[config.mk]
export PLATFORM = sky130hd
export DESIGN_NAME = ata_chs_request_issuer_core
export DESIGN_NICKNAME = d
export VERILOG_FILES = /design/src/rtl/acri_pkg.sv /design/src/rtl/acri_div_cell.sv /design/src/rtl/acri_out_seq.sv /design/src/rtl/ata_chs_request_issuer_core.sv
export SDC_FILE = /design/constraint.sdc
export NUM_CORES = 2
export LEC_CHECK = 0
export BUFFER_PORTS_ARGS = -buffer_cell sky130_fd_sc_hd__buf_2
export CORE_UTILIZATION = 60
export DETAILED_ROUTE_END_ITERATION = 16
export GPL_ROUTABILITY_DRIVEN = 1
export HOLD_SLACK_MARGIN = 0.15
export PLACE_DENSITY = 0.82
export SETUP_SLACK_MARGIN = 0.4
export SLEW_MARGIN = 15
export SYNTH_ARGS = -nofsm -noshare
export SYNTH_HDL_FRONTEND = slang
export SYNTH_SLANG_ARGS = --single-unit
[constraint.sdc]
create_clock -name clk -period 32.1 [get_ports clk]
set_input_delay 1.605 -clock clk [delete_from_list [all_inputs] [get_ports clk]]
set_output_delay 1.605 -clock clk [all_outputs]
set_load 0.01 [all_outputs]
[src/rtl/acri_pkg.sv]
// Shared types and constants of the ATA CHS request issuer.
// Used by the divider cells, the output sequencer and the top level.
package acri_pkg;

	// Fixed field widths
	localparam int MINOR_W      = 4;
	localparam int SECTOR_W     = 32;
	localparam int COUNT_W      = 8;
	localparam int HEADS_W      = 5;
	localparam int SPT_W        = 6;
	localparam int PRECOMP_W    = 10;
	localparam int BYTE_W       = 8;
	localparam int CFG_INDEX_W  = 3;
	localparam int CFG_DATA_W   = 10;

	// Divider data path: remainder and divisor hold up to 31 * 63
	localparam int REM_W        = 11;
	localparam int STEP_BITS    = 4;
	localparam int CYL_DW       = 32;
	localparam int HEAD_DW      = 12;
	localparam int CYL_OUT_W    = 16;

	// A request that passes its checks makes this many task-file writes
	localparam int RESULTS_PER_REQ = 8;
	localparam int GAP_W           = $clog2(RESULTS_PER_REQ);

	// Item function codes
	localparam logic FUNC_LOAD    = 1'b0;
	localparam logic FUNC_REQUEST = 1'b1;

	// Result status codes
	localparam logic [1:0] ST_OK        = 2'd0;
	localparam logic [1:0] ST_BAD_MINOR = 2'd1;
	localparam logic [1:0] ST_BAD_RANGE = 2'd2;
	localparam logic [1:0] ST_BAD_GEOM  = 2'd3;

	// Configuration register indexes
	localparam logic [CFG_INDEX_W-1:0] CFG_HEADS0   = 3'd0;
	localparam logic [CFG_INDEX_W-1:0] CFG_SPT0     = 3'd1;
	localparam logic [CFG_INDEX_W-1:0] CFG_HEADS1   = 3'd2;
	localparam logic [CFG_INDEX_W-1:0] CFG_SPT1     = 3'd3;
	localparam logic [CFG_INDEX_W-1:0] CFG_PRECOMP0 = 3'd4;
	localparam logic [CFG_INDEX_W-1:0] CFG_PRECOMP1 = 3'd5;
	localparam logic [CFG_INDEX_W-1:0] CFG_CTRL0    = 3'd6;
	localparam logic [CFG_INDEX_W-1:0] CFG_CTRL1    = 3'd7;

	// Configuration reset values
	localparam logic [HEADS_W-1:0] HEADS_RESET = 5'd16;
	localparam logic [SPT_W-1:0]   SPT_RESET   = 6'd63;

	// Task-file register offsets
	localparam logic [2:0] REG_NONE     = 3'd0;
	localparam logic [2:0] REG_PRECOMP  = 3'd1;
	localparam logic [2:0] REG_COUNT    = 3'd2;
	localparam logic [2:0] REG_SECTOR   = 3'd3;
	localparam logic [2:0] REG_CYL_LO   = 3'd4;
	localparam logic [2:0] REG_CYL_HI   = 3'd5;
	localparam logic [2:0] REG_DRV_HEAD = 3'd6;
	localparam logic [2:0] REG_CMD      = 3'd7;

	// Task-file byte constants
	localparam logic [BYTE_W-1:0] CMD_READ     = 8'h20;
	localparam logic [BYTE_W-1:0] CMD_WRITE    = 8'h30;
	localparam logic [BYTE_W-1:0] DRVHEAD_BASE = 8'ha0;
	localparam int                HEAD_MAX     = 15;

	// Order of the writes for one request
	typedef enum logic [2:0] {
		BEAT_CTL,
		BEAT_PRECOMP,
		BEAT_COUNT,
		BEAT_SECTOR,
		BEAT_CYL_LO,
		BEAT_CYL_HI,
		BEAT_DRV_HEAD,
		BEAT_CMD
	} beat_t;

	typedef struct packed {
		logic                func;
		logic [MINOR_W-1:0]  minor;
		logic [SECTOR_W-1:0] part_start;
		logic [SECTOR_W-1:0] part_size;
		logic [SECTOR_W-1:0] req_block;
		logic [COUNT_W-1:0]  req_count;
		logic                write_not_read;
	} req_t;

	typedef struct packed {
		logic [2:0]        port_offset;
		logic [BYTE_W-1:0] port_data;
		logic [1:0]        status;
		logic              last;
	} rsp_t;

	// Sideband through the cylinder divider
	typedef struct packed {
		logic [1:0]         status;
		logic               drive;
		logic [COUNT_W-1:0] count;
		logic               wr;
		logic [BYTE_W-1:0]  ctl;
		logic [BYTE_W-1:0]  pre;
		logic [SPT_W-1:0]   spt;
	} side_cyl_t;

	// Sideband through the head divider
	typedef struct packed {
		logic [1:0]           status;
		logic                 drive;
		logic [COUNT_W-1:0]   count;
		logic                 wr;
		logic [BYTE_W-1:0]    ctl;
		logic [BYTE_W-1:0]    pre;
		logic [CYL_OUT_W-1:0] cyl;
	} side_head_t;

	// A finished request, ready to be sent as task-file writes
	typedef struct packed {
		logic [1:0]        status;
		logic [BYTE_W-1:0] ctl;
		logic [BYTE_W-1:0] pre;
		logic [BYTE_W-1:0] count;
		logic [BYTE_W-1:0] sect;
		logic [BYTE_W-1:0] cyl_lo;
		logic [BYTE_W-1:0] cyl_hi;
		logic [BYTE_W-1:0] drv_head;
		logic [BYTE_W-1:0] cmd;
	} issue_t;

endpackage

[src/rtl/acri_div_cell.sv]
// One cell of the restoring divider chain: STEP_BITS quotient bits per cycle.
// Depends on acri_pkg for the remainder width and step count.
module acri_div_cell #(
	parameter int  DW     = 32,
	parameter type side_t = logic
) (
	input  logic                       clk,
	input  logic                       arst_n,
	input  logic                       valid_in,
	input  logic [DW-1:0]              dq_in,
	input  logic [acri_pkg::REM_W-1:0] rem_in,
	input  logic [acri_pkg::REM_W-1:0] divisor_in,
	input  side_t                      side_in,
	output logic                       valid_out,
	output logic [DW-1:0]              dq_out,
	output logic [acri_pkg::REM_W-1:0] rem_out,
	output logic [acri_pkg::REM_W-1:0] divisor_out,
	output side_t                      side_out
);

	logic                       valid_q;
	logic [DW-1:0]              dq_q;
	logic [acri_pkg::REM_W-1:0] rem_q;
	logic [acri_pkg::REM_W-1:0] divisor_q;
	side_t                      side_q;

	logic [acri_pkg::REM_W:0]   trial;
	logic [acri_pkg::REM_W-1:0] rem_n;
	logic [DW-1:0]              dq_n;

	// Shift in dividend bits, subtract the divisor where it fits
	always_comb begin
		rem_n = rem_in;
		dq_n  = dq_in;
		trial = '0;
		for (int i = 0; i < acri_pkg::STEP_BITS; i++) begin
			trial = {rem_n, dq_n[DW-1]};
			dq_n  = {dq_n[DW-2:0], 1'b0};
			if (trial >= {1'b0, divisor_in}) begin
				trial   = trial - {1'b0, divisor_in};
				dq_n[0] = 1'b1;
			end
			rem_n = trial[acri_pkg::REM_W-1:0];
		end
	end

	// Advance the valid flag
	always_ff @(posedge clk or negedge arst_n) begin
		if (!arst_n) begin
			valid_q <= 1'b0;
		end else begin
			valid_q <= valid_in;
		end
	end

	// Hand the partial result to the next cell
	always_ff @(posedge clk) begin
		dq_q      <= dq_n;
		rem_q     <= rem_n;
		divisor_q <= divisor_in;
		side_q    <= side_in;
	end

	assign valid_out   = valid_q;
	assign dq_out      = dq_q;
	assign rem_out     = rem_q;
	assign divisor_out = divisor_q;
	assign side_out    = side_q;

`ifndef NO_ASSERTIONS
	a_rem_below_divisor: assert property (@(posedge clk) disable iff (!arst_n)
		valid_q && divisor_q != '0 |-> rem_q < divisor_q)
		else $error("partial remainder not below divisor");
`endif

endmodule

[src/rtl/acri_out_seq.sv]
// Output sequencer: sends a finished request as eight task-file writes,
// or a rejected one as a single error item. Depends on acri_pkg.
module acri_out_seq (
	input  logic             clk,
	input  logic             arst_n,
	input  logic             load,
	input  acri_pkg::issue_t rec,
	output logic             valid,
	output acri_pkg::rsp_t   rsp
);

	logic             active_q;
	acri_pkg::beat_t  beat_q;
	acri_pkg::issue_t rec_q;
	logic             is_err;
	logic             last_beat;

	assign is_err    = rec_q.status != acri_pkg::ST_OK;
	assign last_beat = is_err || beat_q == acri_pkg::BEAT_CMD;

	// Step through the writes, restart on a new request
	always_ff @(posedge clk or negedge arst_n) begin
		if (!arst_n) begin
			active_q <= 1'b0;
			beat_q   <= acri_pkg::BEAT_CTL;
		end else if (load) begin
			active_q <= 1'b1;
			beat_q   <= acri_pkg::BEAT_CTL;
		end else if (active_q) begin
			if (last_beat) begin
				active_q <= 1'b0;
			end else begin
				beat_q <= acri_pkg::beat_t'(beat_q + 3'd1);
			end
		end
	end

	// Hold the request being sent
	always_ff @(posedge clk) begin
		if (load) begin
			rec_q <= rec;
		end
	end

	// Pick the register and byte of the current write
	always_comb begin
		rsp.status = rec_q.status;
		rsp.last   = last_beat;
		case (beat_q)
			acri_pkg::BEAT_CTL: begin
				rsp.port_offset = acri_pkg::REG_CMD;
				rsp.port_data   = rec_q.ctl;
			end
			acri_pkg::BEAT_PRECOMP: begin
				rsp.port_offset = acri_pkg::REG_PRECOMP;
				rsp.port_data   = rec_q.pre;
			end
			acri_pkg::BEAT_COUNT: begin
				rsp.port_offset = acri_pkg::REG_COUNT;
				rsp.port_data   = rec_q.count;
			end
			acri_pkg::BEAT_SECTOR: begin
				rsp.port_offset = acri_pkg::REG_SECTOR;
				rsp.port_data   = rec_q.sect;
			end
			acri_pkg::BEAT_CYL_LO: begin
				rsp.port_offset = acri_pkg::REG_CYL_LO;
				rsp.port_data   = rec_q.cyl_lo;
			end
			acri_pkg::BEAT_CYL_HI: begin
				rsp.port_offset = acri_pkg::REG_CYL_HI;
				rsp.port_data   = rec_q.cyl_hi;
			end
			acri_pkg::BEAT_DRV_HEAD: begin
				rsp.port_offset = acri_pkg::REG_DRV_HEAD;
				rsp.port_data   = rec_q.drv_head;
			end
			acri_pkg::BEAT_CMD: begin
				rsp.port_offset = acri_pkg::REG_CMD;
				rsp.port_data   = rec_q.cmd;
			end
			default: begin
				rsp.port_offset = acri_pkg::REG_NONE;
				rsp.port_data   = '0;
			end
		endcase
		// Error item: no register, no data
		if (is_err) begin
			rsp.port_offset = acri_pkg::REG_NONE;
			rsp.port_data   = '0;
		end
	end

	assign valid = active_q;

`ifndef NO_ASSERTIONS
	a_load_when_free: assert property (@(posedge clk) disable iff (!arst_n)
		load |-> !active_q || last_beat)
		else $error("new request arrived while writes still pending");
	a_err_single: assert property (@(posedge clk) disable iff (!arst_n)
		valid && rsp.status != acri_pkg::ST_OK |-> rsp.last && rsp.port_offset == '0)
		else $error("error item is not a single final item");
`endif

endmodule

[src/rtl/ata_chs_request_issuer_core.sv]
// A request passes the request register, the check stage, the cylinder and head
// divider cells and the output sequencer, then its writes follow at one write per
// cycle (a rejection gives one item instead). Busy spaces requests by the eight
// writes on the result port; a load does not raise busy.
// Results are sent on fixed cycles and cannot be held off by the receiver.
// Reset clears the partition table and sets geometry to 16 heads, 63 sectors.
module ata_chs_request_issuer_core #(
	parameter int NUM_DRIVES       = 2,
	parameter int MINORS_PER_DRIVE = 5
) (
	input  logic                                clk,
	input  logic                                arst_n,
	input  logic                                start,
	output logic                                busy,
	input  acri_pkg::req_t                      req,
	input  logic                                cfg_we,
	input  logic [acri_pkg::CFG_INDEX_W-1:0]    cfg_index,
	input  logic [acri_pkg::CFG_DATA_W-1:0]     cfg_data,
	output logic                                rsp_valid,
	output acri_pkg::rsp_t                      rsp
);

	localparam int TABLE_DEPTH = NUM_DRIVES * MINORS_PER_DRIVE;
	localparam int IDX_W       = (TABLE_DEPTH > 1) ? $clog2(TABLE_DEPTH) : 1;
	localparam int N_CYL       = acri_pkg::CYL_DW / acri_pkg::STEP_BITS;
	localparam int N_HEAD      = acri_pkg::HEAD_DW / acri_pkg::STEP_BITS;

	// Configuration registers
	logic [acri_pkg::HEADS_W-1:0]   heads0_q, heads1_q;
	logic [acri_pkg::SPT_W-1:0]     spt0_q, spt1_q;
	logic [acri_pkg::PRECOMP_W-1:0] precomp0_q, precomp1_q;
	logic [acri_pkg::BYTE_W-1:0]    ctrl0_q, ctrl1_q;

	// Partition table
	logic [acri_pkg::SECTOR_W-1:0] start_tab_q [TABLE_DEPTH];
	logic [acri_pkg::SECTOR_W-1:0] size_tab_q  [TABLE_DEPTH];

	logic [acri_pkg::GAP_W-1:0] gap_q;
	logic                       accept;
	logic                       in_minor_ok;

	// Stage 1: registered request
	logic                                valid_s1;
	logic [acri_pkg::MINOR_W-1:0]        minor_s1;
	logic [acri_pkg::SECTOR_W-1:0]       block_s1;
	logic [acri_pkg::COUNT_W-1:0]        count_s1;
	logic                                wr_s1;

	// Stage 2: checks, table read, start addition, geometry
	logic                                minor_ok;
	logic [IDX_W-1:0]                    idx;
	logic [acri_pkg::SECTOR_W-1:0]       start_rd, size_rd;
	logic                                range_bad;
	logic                                drive;
	logic [acri_pkg::HEADS_W-1:0]        heads_sel;
	logic [acri_pkg::SPT_W-1:0]          spt_sel;
	logic [acri_pkg::PRECOMP_W-1:0]      precomp_sel;
	logic [acri_pkg::BYTE_W-1:0]         ctrl_sel;
	logic [1:0]                          status_pre;
	logic                                valid_s2;
	logic [acri_pkg::SECTOR_W-1:0]       abs_s2;
	logic [acri_pkg::REM_W-1:0]          track_s2;
	acri_pkg::side_cyl_t                 side_s2;

	// Divider chains
	logic                          cyl_valid [N_CYL+1];
	logic [acri_pkg::CYL_DW-1:0]   cyl_dq    [N_CYL+1];
	logic [acri_pkg::REM_W-1:0]    cyl_rem   [N_CYL+1];
	logic [acri_pkg::REM_W-1:0]    cyl_div   [N_CYL+1];
	acri_pkg::side_cyl_t           cyl_side  [N_CYL+1];

	logic                          head_valid [N_HEAD+1];
	logic [acri_pkg::HEAD_DW-1:0]  head_dq    [N_HEAD+1];
	logic [acri_pkg::REM_W-1:0]    head_rem   [N_HEAD+1];
	logic [acri_pkg::REM_W-1:0]    head_div   [N_HEAD+1];
	acri_pkg::side_head_t          head_side  [N_HEAD+1];

	logic [acri_pkg::HEAD_DW-1:0]  head_val;
	acri_pkg::side_head_t          side_fin;
	acri_pkg::issue_t              issue;

	assign accept      = start && !busy;
	assign busy        = gap_q != '0;
	assign in_minor_ok = 6'(req.minor) < 6'(TABLE_DEPTH);

	// Write configuration registers
	always_ff @(posedge clk or negedge arst_n) begin
		if (!arst_n) begin
			heads0_q   <= acri_pkg::HEADS_RESET;
			heads1_q   <= acri_pkg::HEADS_RESET;
			spt0_q     <= acri_pkg::SPT_RESET;
			spt1_q     <= acri_pkg::SPT_RESET;
			precomp0_q <= '0;
			precomp1_q <= '0;
			ctrl0_q    <= '0;
			ctrl1_q    <= '0;
		end else if (cfg_we) begin
			case (cfg_index)
				acri_pkg::CFG_HEADS0:   heads0_q   <= cfg_data[acri_pkg::HEADS_W-1:0];
				acri_pkg::CFG_SPT0:     spt0_q     <= cfg_data[acri_pkg::SPT_W-1:0];
				acri_pkg::CFG_HEADS1:   heads1_q   <= cfg_data[acri_pkg::HEADS_W-1:0];
				acri_pkg::CFG_SPT1:     spt1_q     <= cfg_data[acri_pkg::SPT_W-1:0];
				acri_pkg::CFG_PRECOMP0: precomp0_q <= cfg_data[acri_pkg::PRECOMP_W-1:0];
				acri_pkg::CFG_PRECOMP1: precomp1_q <= cfg_data[acri_pkg::PRECOMP_W-1:0];
				acri_pkg::CFG_CTRL0:    ctrl0_q    <= cfg_data[acri_pkg::BYTE_W-1:0];
				acri_pkg::CFG_CTRL1:    ctrl1_q    <= cfg_data[acri_pkg::BYTE_W-1:0];
				default: ;
			endcase
		end
	end

	// Load partition entries; drop loads with a bad minor
	always_ff @(posedge clk or negedge arst_n) begin
		if (!arst_n) begin
			for (int i = 0; i < TABLE_DEPTH; i++) begin
				start_tab_q[i] <= '0;
				size_tab_q[i]  <= '0;
			end
		end else if (accept && req.func == acri_pkg::FUNC_LOAD && in_minor_ok) begin
			start_tab_q[IDX_W'(req.minor)] <= req.part_start;
			size_tab_q[IDX_W'(req.minor)]  <= req.part_size;
		end
	end

	// Space requests by the number of writes a full request sends
	always_ff @(posedge clk or negedge arst_n) begin
		if (!arst_n) begin
			gap_q <= '0;
		end else if (accept && req.func == acri_pkg::FUNC_REQUEST) begin
			gap_q <= acri_pkg::GAP_W'(acri_pkg::RESULTS_PER_REQ - 1);
		end else if (gap_q != '0) begin
			gap_q <= gap_q - 1'b1;
		end
	end

	// Stage 1: capture the request item
	always_ff @(posedge clk or negedge arst_n) begin
		if (!arst_n) begin
			valid_s1 <= 1'b0;
		end else begin
			valid_s1 <= accept && req.func == acri_pkg::FUNC_REQUEST;
		end
	end

	always_ff @(posedge clk) begin
		if (accept) begin
			minor_s1 <= req.minor;
			block_s1 <= req.req_block;
			count_s1 <= req.req_count;
			wr_s1    <= req.write_not_read;
		end
	end

	// Stage 2: validate, add the partition start, select drive geometry
	always_comb begin
		minor_ok  = 6'(minor_s1) < 6'(TABLE_DEPTH);
		idx       = IDX_W'(minor_s1);
		start_rd  = minor_ok ? start_tab_q[idx] : '0;
		size_rd   = minor_ok ? size_tab_q[idx] : '0;
		range_bad = count_s1 == '0 ||
			({1'b0, block_s1} + 33'(count_s1)) > {1'b0, size_rd};
		drive     = (NUM_DRIVES > 1) && (5'(minor_s1) >= 5'(MINORS_PER_DRIVE));
		if (drive) begin
			heads_sel   = heads1_q;
			spt_sel     = spt1_q;
			precomp_sel = precomp1_q;
			ctrl_sel    = ctrl1_q;
		end else begin
			heads_sel   = heads0_q;
			spt_sel     = spt0_q;
			precomp_sel = precomp0_q;
			ctrl_sel    = ctrl0_q;
		end
		if (!minor_ok) begin
			status_pre = acri_pkg::ST_BAD_MINOR;
		end else if (range_bad) begin
			status_pre = acri_pkg::ST_BAD_RANGE;
		end else if (heads_sel == '0 || spt_sel == '0) begin
			status_pre = acri_pkg::ST_BAD_GEOM;
		end else begin
			status_pre = acri_pkg::ST_OK;
		end
	end

	always_ff @(posedge clk or negedge arst_n) begin
		if (!arst_n) begin
			valid_s2 <= 1'b0;
		end else begin
			valid_s2 <= valid_s1;
		end
	end

	always_ff @(posedge clk) begin
		abs_s2         <= block_s1 + start_rd;
		track_s2       <= acri_pkg::REM_W'(heads_sel) * acri_pkg::REM_W'(spt_sel);
		side_s2.status <= status_pre;
		side_s2.drive  <= drive;
		side_s2.count  <= count_s1;
		side_s2.wr     <= wr_s1;
		side_s2.ctl    <= ctrl_sel;
		side_s2.pre    <= precomp_sel[acri_pkg::PRECOMP_W-1:2];
		side_s2.spt    <= spt_sel;
	end

	// Cylinder chain: absolute sector over sectors per cylinder
	assign cyl_valid[0] = valid_s2;
	assign cyl_dq[0]    = abs_s2;
	assign cyl_rem[0]   = '0;
	assign cyl_div[0]   = track_s2;
	assign cyl_side[0]  = side_s2;

	for (genvar g = 0; g < N_CYL; g++) begin : g_cyl
		acri_div_cell #(
			.DW     (acri_pkg::CYL_DW),
			.side_t (acri_pkg::side_cyl_t)
		) u_cell (
			.clk         (clk),
			.arst_n      (arst_n),
			.valid_in    (cyl_valid[g]),
			.dq_in       (cyl_dq[g]),
			.rem_in      (cyl_rem[g]),
			.divisor_in  (cyl_div[g]),
			.side_in     (cyl_side[g]),
			.valid_out   (cyl_valid[g+1]),
			.dq_out      (cyl_dq[g+1]),
			.rem_out     (cyl_rem[g+1]),
			.divisor_out (cyl_div[g+1]),
			.side_out    (cyl_side[g+1])
		);
	end

	// Head chain: cylinder remainder over sectors per track
	assign head_valid[0]       = cyl_valid[N_CYL];
	assign head_dq[0]          = acri_pkg::HEAD_DW'(cyl_rem[N_CYL]);
	assign head_rem[0]         = '0;
	assign head_div[0]         = acri_pkg::REM_W'(cyl_side[N_CYL].spt);
	assign head_side[0].status = cyl_side[N_CYL].status;
	assign head_side[0].drive  = cyl_side[N_CYL].drive;
	assign head_side[0].count  = cyl_side[N_CYL].count;
	assign head_side[0].wr     = cyl_side[N_CYL].wr;
	assign head_side[0].ctl    = cyl_side[N_CYL].ctl;
	assign head_side[0].pre    = cyl_side[N_CYL].pre;
	assign head_side[0].cyl    = cyl_dq[N_CYL][acri_pkg::CYL_OUT_W-1:0];

	for (genvar g = 0; g < N_HEAD; g++) begin : g_head
		acri_div_cell #(
			.DW     (acri_pkg::HEAD_DW),
			.side_t (acri_pkg::side_head_t)
		) u_cell (
			.clk         (clk),
			.arst_n      (arst_n),
			.valid_in    (head_valid[g]),
			.dq_in       (head_dq[g]),
			.rem_in      (head_rem[g]),
			.divisor_in  (head_div[g]),
			.side_in     (head_side[g]),
			.valid_out   (head_valid[g+1]),
			.dq_out      (head_dq[g+1]),
			.rem_out     (head_rem[g+1]),
			.divisor_out (head_div[g+1]),
			.side_out    (head_side[g+1])
		);
	end

	// Build the task-file bytes; reject a head beyond the drive/head field
	assign head_val = head_dq[N_HEAD];
	assign side_fin = head_side[N_HEAD];

	always_comb begin
		if (side_fin.status != acri_pkg::ST_OK) begin
			issue.status = side_fin.status;
		end else if (head_val > acri_pkg::HEAD_DW'(acri_pkg::HEAD_MAX)) begin
			issue.status = acri_pkg::ST_BAD_GEOM;
		end else begin
			issue.status = acri_pkg::ST_OK;
		end
		issue.ctl      = side_fin.ctl;
		issue.pre      = side_fin.pre;
		issue.count    = side_fin.count;
		issue.sect     = acri_pkg::BYTE_W'(head_rem[N_HEAD]) + 8'd1;
		issue.cyl_lo   = side_fin.cyl[7:0];
		issue.cyl_hi   = side_fin.cyl[15:8];
		issue.drv_head = acri_pkg::DRVHEAD_BASE | {3'b000, side_fin.drive, 4'b0000}
			| {4'b0000, head_val[3:0]};
		issue.cmd      = side_fin.wr ? acri_pkg::CMD_WRITE : acri_pkg::CMD_READ;
	end

	acri_out_seq u_out_seq (
		.clk    (clk),
		.arst_n (arst_n),
		.load   (head_valid[N_HEAD]),
		.rec    (issue),
		.valid  (rsp_valid),
		.rsp    (rsp)
	);

`ifndef NO_ASSERTIONS
	a_busy_after_request: assert property (@(posedge clk) disable iff (!arst_n)
		start && !busy && req.func == acri_pkg::FUNC_REQUEST |=> busy)
		else $error("busy not raised after a request");
`endif

endmodule

== Word level (Yosys, flattened, before mapping) ==
Index checks and enable logic that the tools add are counted.

* Bits in registers: 1,793
* Bits of input ports: 127
* Output and inout port bits: 16
* Word-level logic and storage cells: 442

* Add/sub/neg operators: 49
* $mul: 1
* Magnitude comparators: 52
* Equal/unequal tests: 15
* Muxes and demuxes: 119
* Bitwise gates (word level): 4
* Reduce and logical (&&, ||, !) cells: 28

{| class="wikitable"
|+ Operators with widths
! cell !! number
|-
| 320-bit bitwise mux || 2
|-
| 11-bit 2-to-1 mux || 44
|-
| 12-bit by 11-bit greater-or-equal comparator with 1-bit output || 31
|-
| 11-bit subtractor || 31
|-
| 32-bit binary-select mux with 4-bit select || 2
|-
| 32-bit 2-to-1 mux || 7
|-
| 12-bit by 6-bit greater-or-equal comparator with 1-bit output || 11
|-
| 32-bit demux with 4-bit select || 1
|-
| 11-bit by 6-bit subtractor with 11-bit output || 10
|-
| 11-bit case mux with 8 select lines || 1
|-
| 1-bit 2-to-1 mux || 47
|-
| 32-bit by 8-bit adder with 33-bit output || 1
|-
| 33-bit by 32-bit > comparator with 1-bit output || 1
|-
| 32-bit adder || 1
|-
| 3-bit == test, second input constant || 8
|-
| 2-bit AND reduction || 9
|-
| 8-bit 2-to-1 mux || 2
|-
| 3-bit 2-to-1 mux || 5
|-
| 3-bit by 2-bit == test with 1-bit output, second input constant || 4
|-
| 12-bit by 4-bit > comparator with 1-bit output, second input constant || 1
|-
| 1-bit by 11-bit greater-or-equal comparator with 1-bit output || 1
|-
| 5-bit by 6-bit multiplier with 11-bit output || 1
|-
| 1-bit by 11-bit subtractor with 11-bit output || 1
|-
| 5-bit greater-or-equal comparator, second input constant || 2
|-
| 27 further kinds || 44
|}

== Longest topological paths before layout ==
* Word-level depth: 8
* Gate-level depth with buffers: 55

== Hierarchy ==
Synthesis repeated with hierarchy kept, for this count alone.

* Cell total of the unflattened synthesis: 7,419
* Area, all modules: 88,105.8 um2

{| class="wikitable"
|+ Modules (own cells, without submodules)
! module !! times used !! cells each !! area an instance (um2) !! seq. area each (um2)
|-
| ata_chs_request_issuer_core || 1 || 2,651 || 38,458.1 || 20,402.1
|-
| acri_div_cell (g_cyl[0].u_cell ...) || 4 || 420 || 4,280.4 || 1,786.7
|-
| acri_div_cell (g_cyl[4].u_cell ...) || 2 || 418 || 4,350.4 || 1,786.7
|-
| acri_div_cell (g_head[0].u_cell ...) || 2 || 410 || 4,080.2 || 1,586.5
|-
| acri_div_cell (g_cyl[6].u_cell) || 1 || 433 || 4,399.2 || 1,786.7
|-
| acri_div_cell (g_cyl[3].u_cell) || 1 || 422 || 4,310.4 || 1,786.7
|-
| acri_div_cell (g_head[2].u_cell) || 1 || 408 || 4,150.2 || 1,586.5
|-
| acri_out_seq || 1 || 169 || 2,805.2 || 2,082.0
|}

== Worst setup path before layout ==
OpenSTA, ideal clock, no wires.

* Path type: reg2reg
* Start: register g_cyl[1].u_cell.divisor_q, in the netlist g_cyl[1].u_cell.divisor_out[2]
* End: register g_cyl[2].u_cell.rem_q, in the netlist g_cyl[2].u_cell.rem_out[5]
* Setup time: 0.122 ns
* Data arrival time: 10.843 ns
* Data required time: 31.978 ns
* Slack: 21.135 ns
* Cell stages (with the launch flop): 51
* Buffers on the path: 4
* Clock period less this slack: 10.965 ns
* Cell sequence: dfxtp_1 > inv_1 > ha_1 > nor2b_1 > o21ai_1 > a21boi_0 > o21ai_0 > a21boi_0 > o311a_1 > o211ai_1 > clkbuf_1 > o21ai_0 > fa_1 > a21o_1 > a21oi_1 > nand2b_1 > a21oi_1 > o221a_2 > [... 15 more ...] > or2_2 > clkbuf_1 > clkbuf_1 > mux2_2 > ha_1 > nor2b_1 > o21ai_0 > a21oi_1 > o21ai_0 > a21boi_0 > o21ai_0 > a21oi_1 > o22ai_1 > o21a_1 > or3b_2 > clkbuf_1 > a21boi_0 > a221o_1

* Cells in the longest elaborated chain, start to end: 8
* Elaborated cells on any way between the ends: 12

{| class="wikitable"
|+ Ends and longest elaborated chain
! element !! RTL line !! RTL
|-
| start, declared || acri_div_cell.sv:24 || <nowiki>logic [acri_pkg::REM_W-1:0] divisor_q;</nowiki>
|-
| start signal, assigned || acri_div_cell.sv:60 || <nowiki>divisor_q <= divisor_in;</nowiki>
|-
| 11-bit subtractor or 12-bit by 11-bit greater-or-equal comparator with 1-bit output (tied branches) || acri_div_cell.sv:40, acri_div_cell.sv:39 ||
|-
| 11-bit 2-to-1 mux || acri_div_cell.sv:39 || <nowiki>if (trial >= {1'b0, divisor_in}) begin</nowiki>
|-
| 11-bit subtractor or 12-bit by 11-bit greater-or-equal comparator with 1-bit output (tied branches) || acri_div_cell.sv:40, acri_div_cell.sv:39 ||
|-
| 11-bit 2-to-1 mux || acri_div_cell.sv:39 ||
|-
| 11-bit subtractor or 12-bit by 11-bit greater-or-equal comparator with 1-bit output (tied branches) || acri_div_cell.sv:40, acri_div_cell.sv:39 ||
|-
| 11-bit 2-to-1 mux || acri_div_cell.sv:39 ||
|-
| 11-bit subtractor or 12-bit by 11-bit greater-or-equal comparator with 1-bit output (tied branches) || acri_div_cell.sv:40, acri_div_cell.sv:39 ||
|-
| 11-bit 2-to-1 mux * || acri_div_cell.sv:39 ||
|-
| named net g_cyl[2].u_cell.trial, one bit || acri_div_cell.sv:27 || <nowiki>logic [acri_pkg::REM_W:0] trial;</nowiki>
|-
| end signal, assigned || acri_div_cell.sv:59 || <nowiki>rem_q <= rem_n;</nowiki>
|-
| end, declared || acri_div_cell.sv:23 || <nowiki>logic [acri_pkg::REM_W-1:0] rem_q;</nowiki>
|}

The timed path passes the listed nets; every way through them passes the cells marked *.
A chain may end at the register's enable or synchronous reset.

== Worst setup path after layout ==
* Start: register g_cyl[6].u_cell.divisor_q, in the netlist g_cyl[6].u_cell.divisor_out[2]
* End: register g_cyl[7].u_cell.rem_q, in the netlist g_cyl[7].u_cell.rem_out[3]

* Cells in the longest elaborated chain, start to end: 8
* Elaborated cells on any way between the ends: 12

{| class="wikitable"
|+ Ends and longest elaborated chain
! element !! RTL line
|-
| start, declared || acri_div_cell.sv:24
|-
| start signal, assigned || acri_div_cell.sv:60
|-
| 11-bit subtractor or 12-bit by 11-bit greater-or-equal comparator with 1-bit output (tied branches) || acri_div_cell.sv:40, acri_div_cell.sv:39
|-
| 11-bit 2-to-1 mux || acri_div_cell.sv:39
|-
| 11-bit subtractor or 12-bit by 11-bit greater-or-equal comparator with 1-bit output (tied branches) || acri_div_cell.sv:40, acri_div_cell.sv:39
|-
| 11-bit 2-to-1 mux || acri_div_cell.sv:39
|-
| 12-bit by 11-bit greater-or-equal comparator with 1-bit output or 11-bit subtractor (tied branches) || acri_div_cell.sv:39, acri_div_cell.sv:40
|-
| 11-bit 2-to-1 mux || acri_div_cell.sv:39
|-
| 11-bit subtractor or 12-bit by 11-bit greater-or-equal comparator with 1-bit output (tied branches) || acri_div_cell.sv:40, acri_div_cell.sv:39
|-
| 11-bit 2-to-1 mux * || acri_div_cell.sv:39
|-
| named net g_cyl[7].u_cell.trial, one bit || acri_div_cell.sv:27
|-
| end signal, assigned || acri_div_cell.sv:59
|-
| end, declared || acri_div_cell.sv:23
|}

Marked as above.

==> summary.md <==
| Metric | Value |
|---|---|
| WL met2 | `approximately 90000 µm` |
| CTS tree | `done` |
| Crit path capture | `g_cyl[7].u_cell.rem_out[3]` |
| Placed cells | `~8600` |
| Share of cells above drive strength 1 | `0.2096` |
| DIE HEIGHT | `367.6 µm` |
| CP Data Arrival Time | `between 10 and 15 ns` |
| Starting Density | `0.6078` |
| Nets | `7721` |
| Worst Tran Pin Value | `between 1 and 1.5 ns` |
| Postcts setup bufs | `0` |
| GRT overflow | `0` |
| Routed wire per std cell | `~21 µm` |
| Via Count | `53758` |
| Residual DRC | `0` |
| Final count of pins violating max slew | `0` |
| Most frequent cell after synthesis | `dfxtp_1` |
| Hold_ws | `between 0.3 and 0.4 ns` |
| Number of global-route vias before repair | `approximately 55000` |
| Seq cells post-synth | `1691` |
| Max Cap Violations | `0` |
| Cell mode on critical path | `o21ai_0` |
| Htree depth | `4` |
| Area contributors post-synth | `dfxtp_1, dfrtp_1, mux2_2` |
| Cell area after synthesis | `between 80000 and 90000 µm²` |
| R2R depth | `46` |
| Unique masters post-synth | `between 100 and 150` |
| Fin util | `0.6688` |
| CTS Sinks | `1691` |
| DRT Pass-1 Iters | `9` |
| Most frequent cells after synthesis | `dfxtp_1, mux2_2, dfrtp_1` |
| Crit path from | `g_cyl[6].u_cell.divisor_out[2]` |
| Hold buffer count at cts | `0` |
| Final setup violating endpoints | `0` |
| Area grow syn2layout | `10.05%` |
| Outcome | `complete, no violations` |
| Critical path buffer and inverter count | `3` |
| Final std cells w/o fill | `slightly below 9000` |
| Family with the most delay on the worst path | `compound AO/OA/AOI/OAI gates` |
| Post-synth EDFFs | `between 100 and 150` |
| Mean number of vias per cell | `approximately 6` |
| Crit path kind | `reg -> reg` |
| R2r startpoint | `g_cyl[6].u_cell.divisor_out[2]` |
| Critical path launch point type | `flop` |
| R2R Setup Slk | `about 19 ns` |
| Detail Route Antenna Nets | `0` |
| Max clock buf depth | `3` |
| Top cell type's share of synthesized area | `0.2187` |
| Worst setup EP type | `flop` |
| Post-Synthesis Mean Instance Area | `11.57 µm²` |
| Boundary Pins | `~140` |
| Initial antenna violation count | `37` |
| Top Metal Used | `met5` |
| Syn Inst Count | `slightly below 7000` |
| # rows | `133` |
| DRT iter0 DRCs | `4467` |
| Critical path depth | `46` |
| Quantity of gates resized following cts | `0` |
| Slowest cell on crit path | `nor3_2` |
| Synth warn | `0` |
| Fin crit period | `around 13 ns` |
| Tightest Hold Check Type | `reg -> reg` |
| Die area | `between 100000 and 150000 µm²` |
| FMAX | `between 70 and 80 MHz` |
| Clk slew on worst S/H paths | `around 0.06 ns` |
| Largest net degree at the start of global routing | `184` |
| Final hold vios | `0` |
| Hold Crit Depth | `0` |
| Ys async rst share | `0.4222` |
| CTS root buf | `clkbuf_16` |
| Routed WL | `approximately 190000 µm` |
| DIE WIDTH | `about 370 µm` |
| Slew HR | `0.1957` |
| Critical Path RT | `roughly 33 ns` |
| Tcrit/Tclk final | `0.4056` |
| Num CTS Buffers | `161` |
| Synth area leader | `dfxtp_1` |
| CP max stage delay | `between 0.9 and 1 ns` |
| Core Area | `between 100000 and 150000 µm²` |
| GP Congestion | `~0.9` |
| Part of the Yosys area used for sequential elements | `0.4795` |
| Met3 WL post-DR | `roughly 12000 µm` |
| Ys flop type | `dfxtp_1` |
| GR Util All Layers | `0.2771` |
| Crit Path Max Fanout | `18` |
| First-pass GRT wire length | `297300 µm` |
| RSZ-0062 raised after global routing | `no` |
| DRT met1 WL | `roughly 80000 µm` |
| Fin Setup TNS | `0 ns` |
| IO Port Bufs | `approximately 140` |
| Reg-to-reg endpoint | `g_cyl[7].u_cell.rem_out[3]` |
| Dpl hpwl | `approximately 130000 µm` |
| Clock Latency Late Sink | `between 0.8 and 0.9 ns` |
| Post-synth net total | `~7600` |
| Skew final | `roughly 0.048 ns` |
cell usage in the layout, fill, tap and decap left out, drive strengths merged, types with 48 or more instances in the layout:
master and count:
fa 56, nor2b 100, dfxtp 876, mux4 128, clkbuf 221, a21boi 71
xor2 92, nand2 290, inv 445, ha 509, mux2i 189, dfrtp 700
xnor2 193, nor3 87, a21oi 264, nor2 341, a21o 125, buf 188
edfxtp 101, nand4 91, mux2 832, nand3 95, o21ai 285, nand2b 85
clkinv 48
worst min path at each step:
stage | startpoint | endpoint | slack [ns]
after floorplan | abs_s2[6] | g_cyl[0].u_cell.dq_out[10] | 0.31
after global placement | cyl_side[304] | g_cyl[0].u_cell.side_out[32] | 0.31
final | g_cyl[0].u_cell.dq_out[24] | g_cyl[1].u_cell.dq_out[28] | 0.31
after detailed placement | abs_s2[11] | g_cyl[0].u_cell.dq_out[15] | 0.31
after global routing | g_cyl[0].u_cell.side_out[32] | g_cyl[1].u_cell.side_out[32] | 0.31
after CTS | g_head[0].u_cell.side_out[0] | g_head[1].u_cell.side_out[0] | 0.31
stage by stage:
stage               worst slack [ns]  area [µm²]
global placement               19.47       82610
floorplan                      21.13       80200
detailed placement             19.32       82610
finish                         19.08       88260
global route                   17.66       88260
CTS                            19.20       88230
flip-flops by register name, summed over array words and instances, names as in the netlist, 11 cells and up:
register	count
g_cyl.u_cell.side_out	272
abs_s2	32
g_cyl.u_cell.rem_out	88
size_tab_q	320
g_head.u_cell.dq_out	36
g_head.u_cell.rem_out	30
g_head.u_cell.side_out	132
g_head.u_cell.divisor_out	12
u_out_seq.rec_q	54
cyl_side	34
start_tab_q	320
block_s1	32
track_s2	11
g_cyl.u_cell.divisor_out	77
g_cyl.u_cell.dq_out	152
cell type report:
cell class	instances	area [µm²]
clock buffer	221	4667
inverter	433	1630
multi-input combinational	4554	39230
tap	1755	2196
timing repair buffer	188	1104
sequential	1691	38460
fill	9307	43700
clock inverter	78	948.4
antenna	12	30.03
metal layers:
metal / vias up / GRT usage
li1: 25191 / -
met4: 40 / 0.1193
met5: - / 0
met1: 26501 / 0.3534
met2: 1598 / 0.4563
met3: 428 / 0.05733
kinds of logic after synthesis:
logic type | after synthesis | synth area share
flip-flops | 1691 | 0.4795
buffers and inverters | 686 | 0.03254
multiplexers | 1149 | 0.1767
adder cells (fa/ha/maj) | 565 | 0.09339
AO/OA/AOI/OAI | 1225 | 0.1022
AND/OR/NAND/NOR | 1330 | 0.08454
XOR/XNOR | 285 | 0.03122
worst register-to-register path: cells and delay by family (launching register included):
family                     cells  cell delay, ns
adders and majority gates      4            1.38
buffers and inverters          3            0.78
AOI/OAI and AO/OA             27            6.06
and+or+nand+nor               10            3.58
DFF                            1            0.30
muxes                          2            0.81
Power is not shown: default switching activity piles up to over one toggle a cycle in this logic, so the estimate is an artifact.
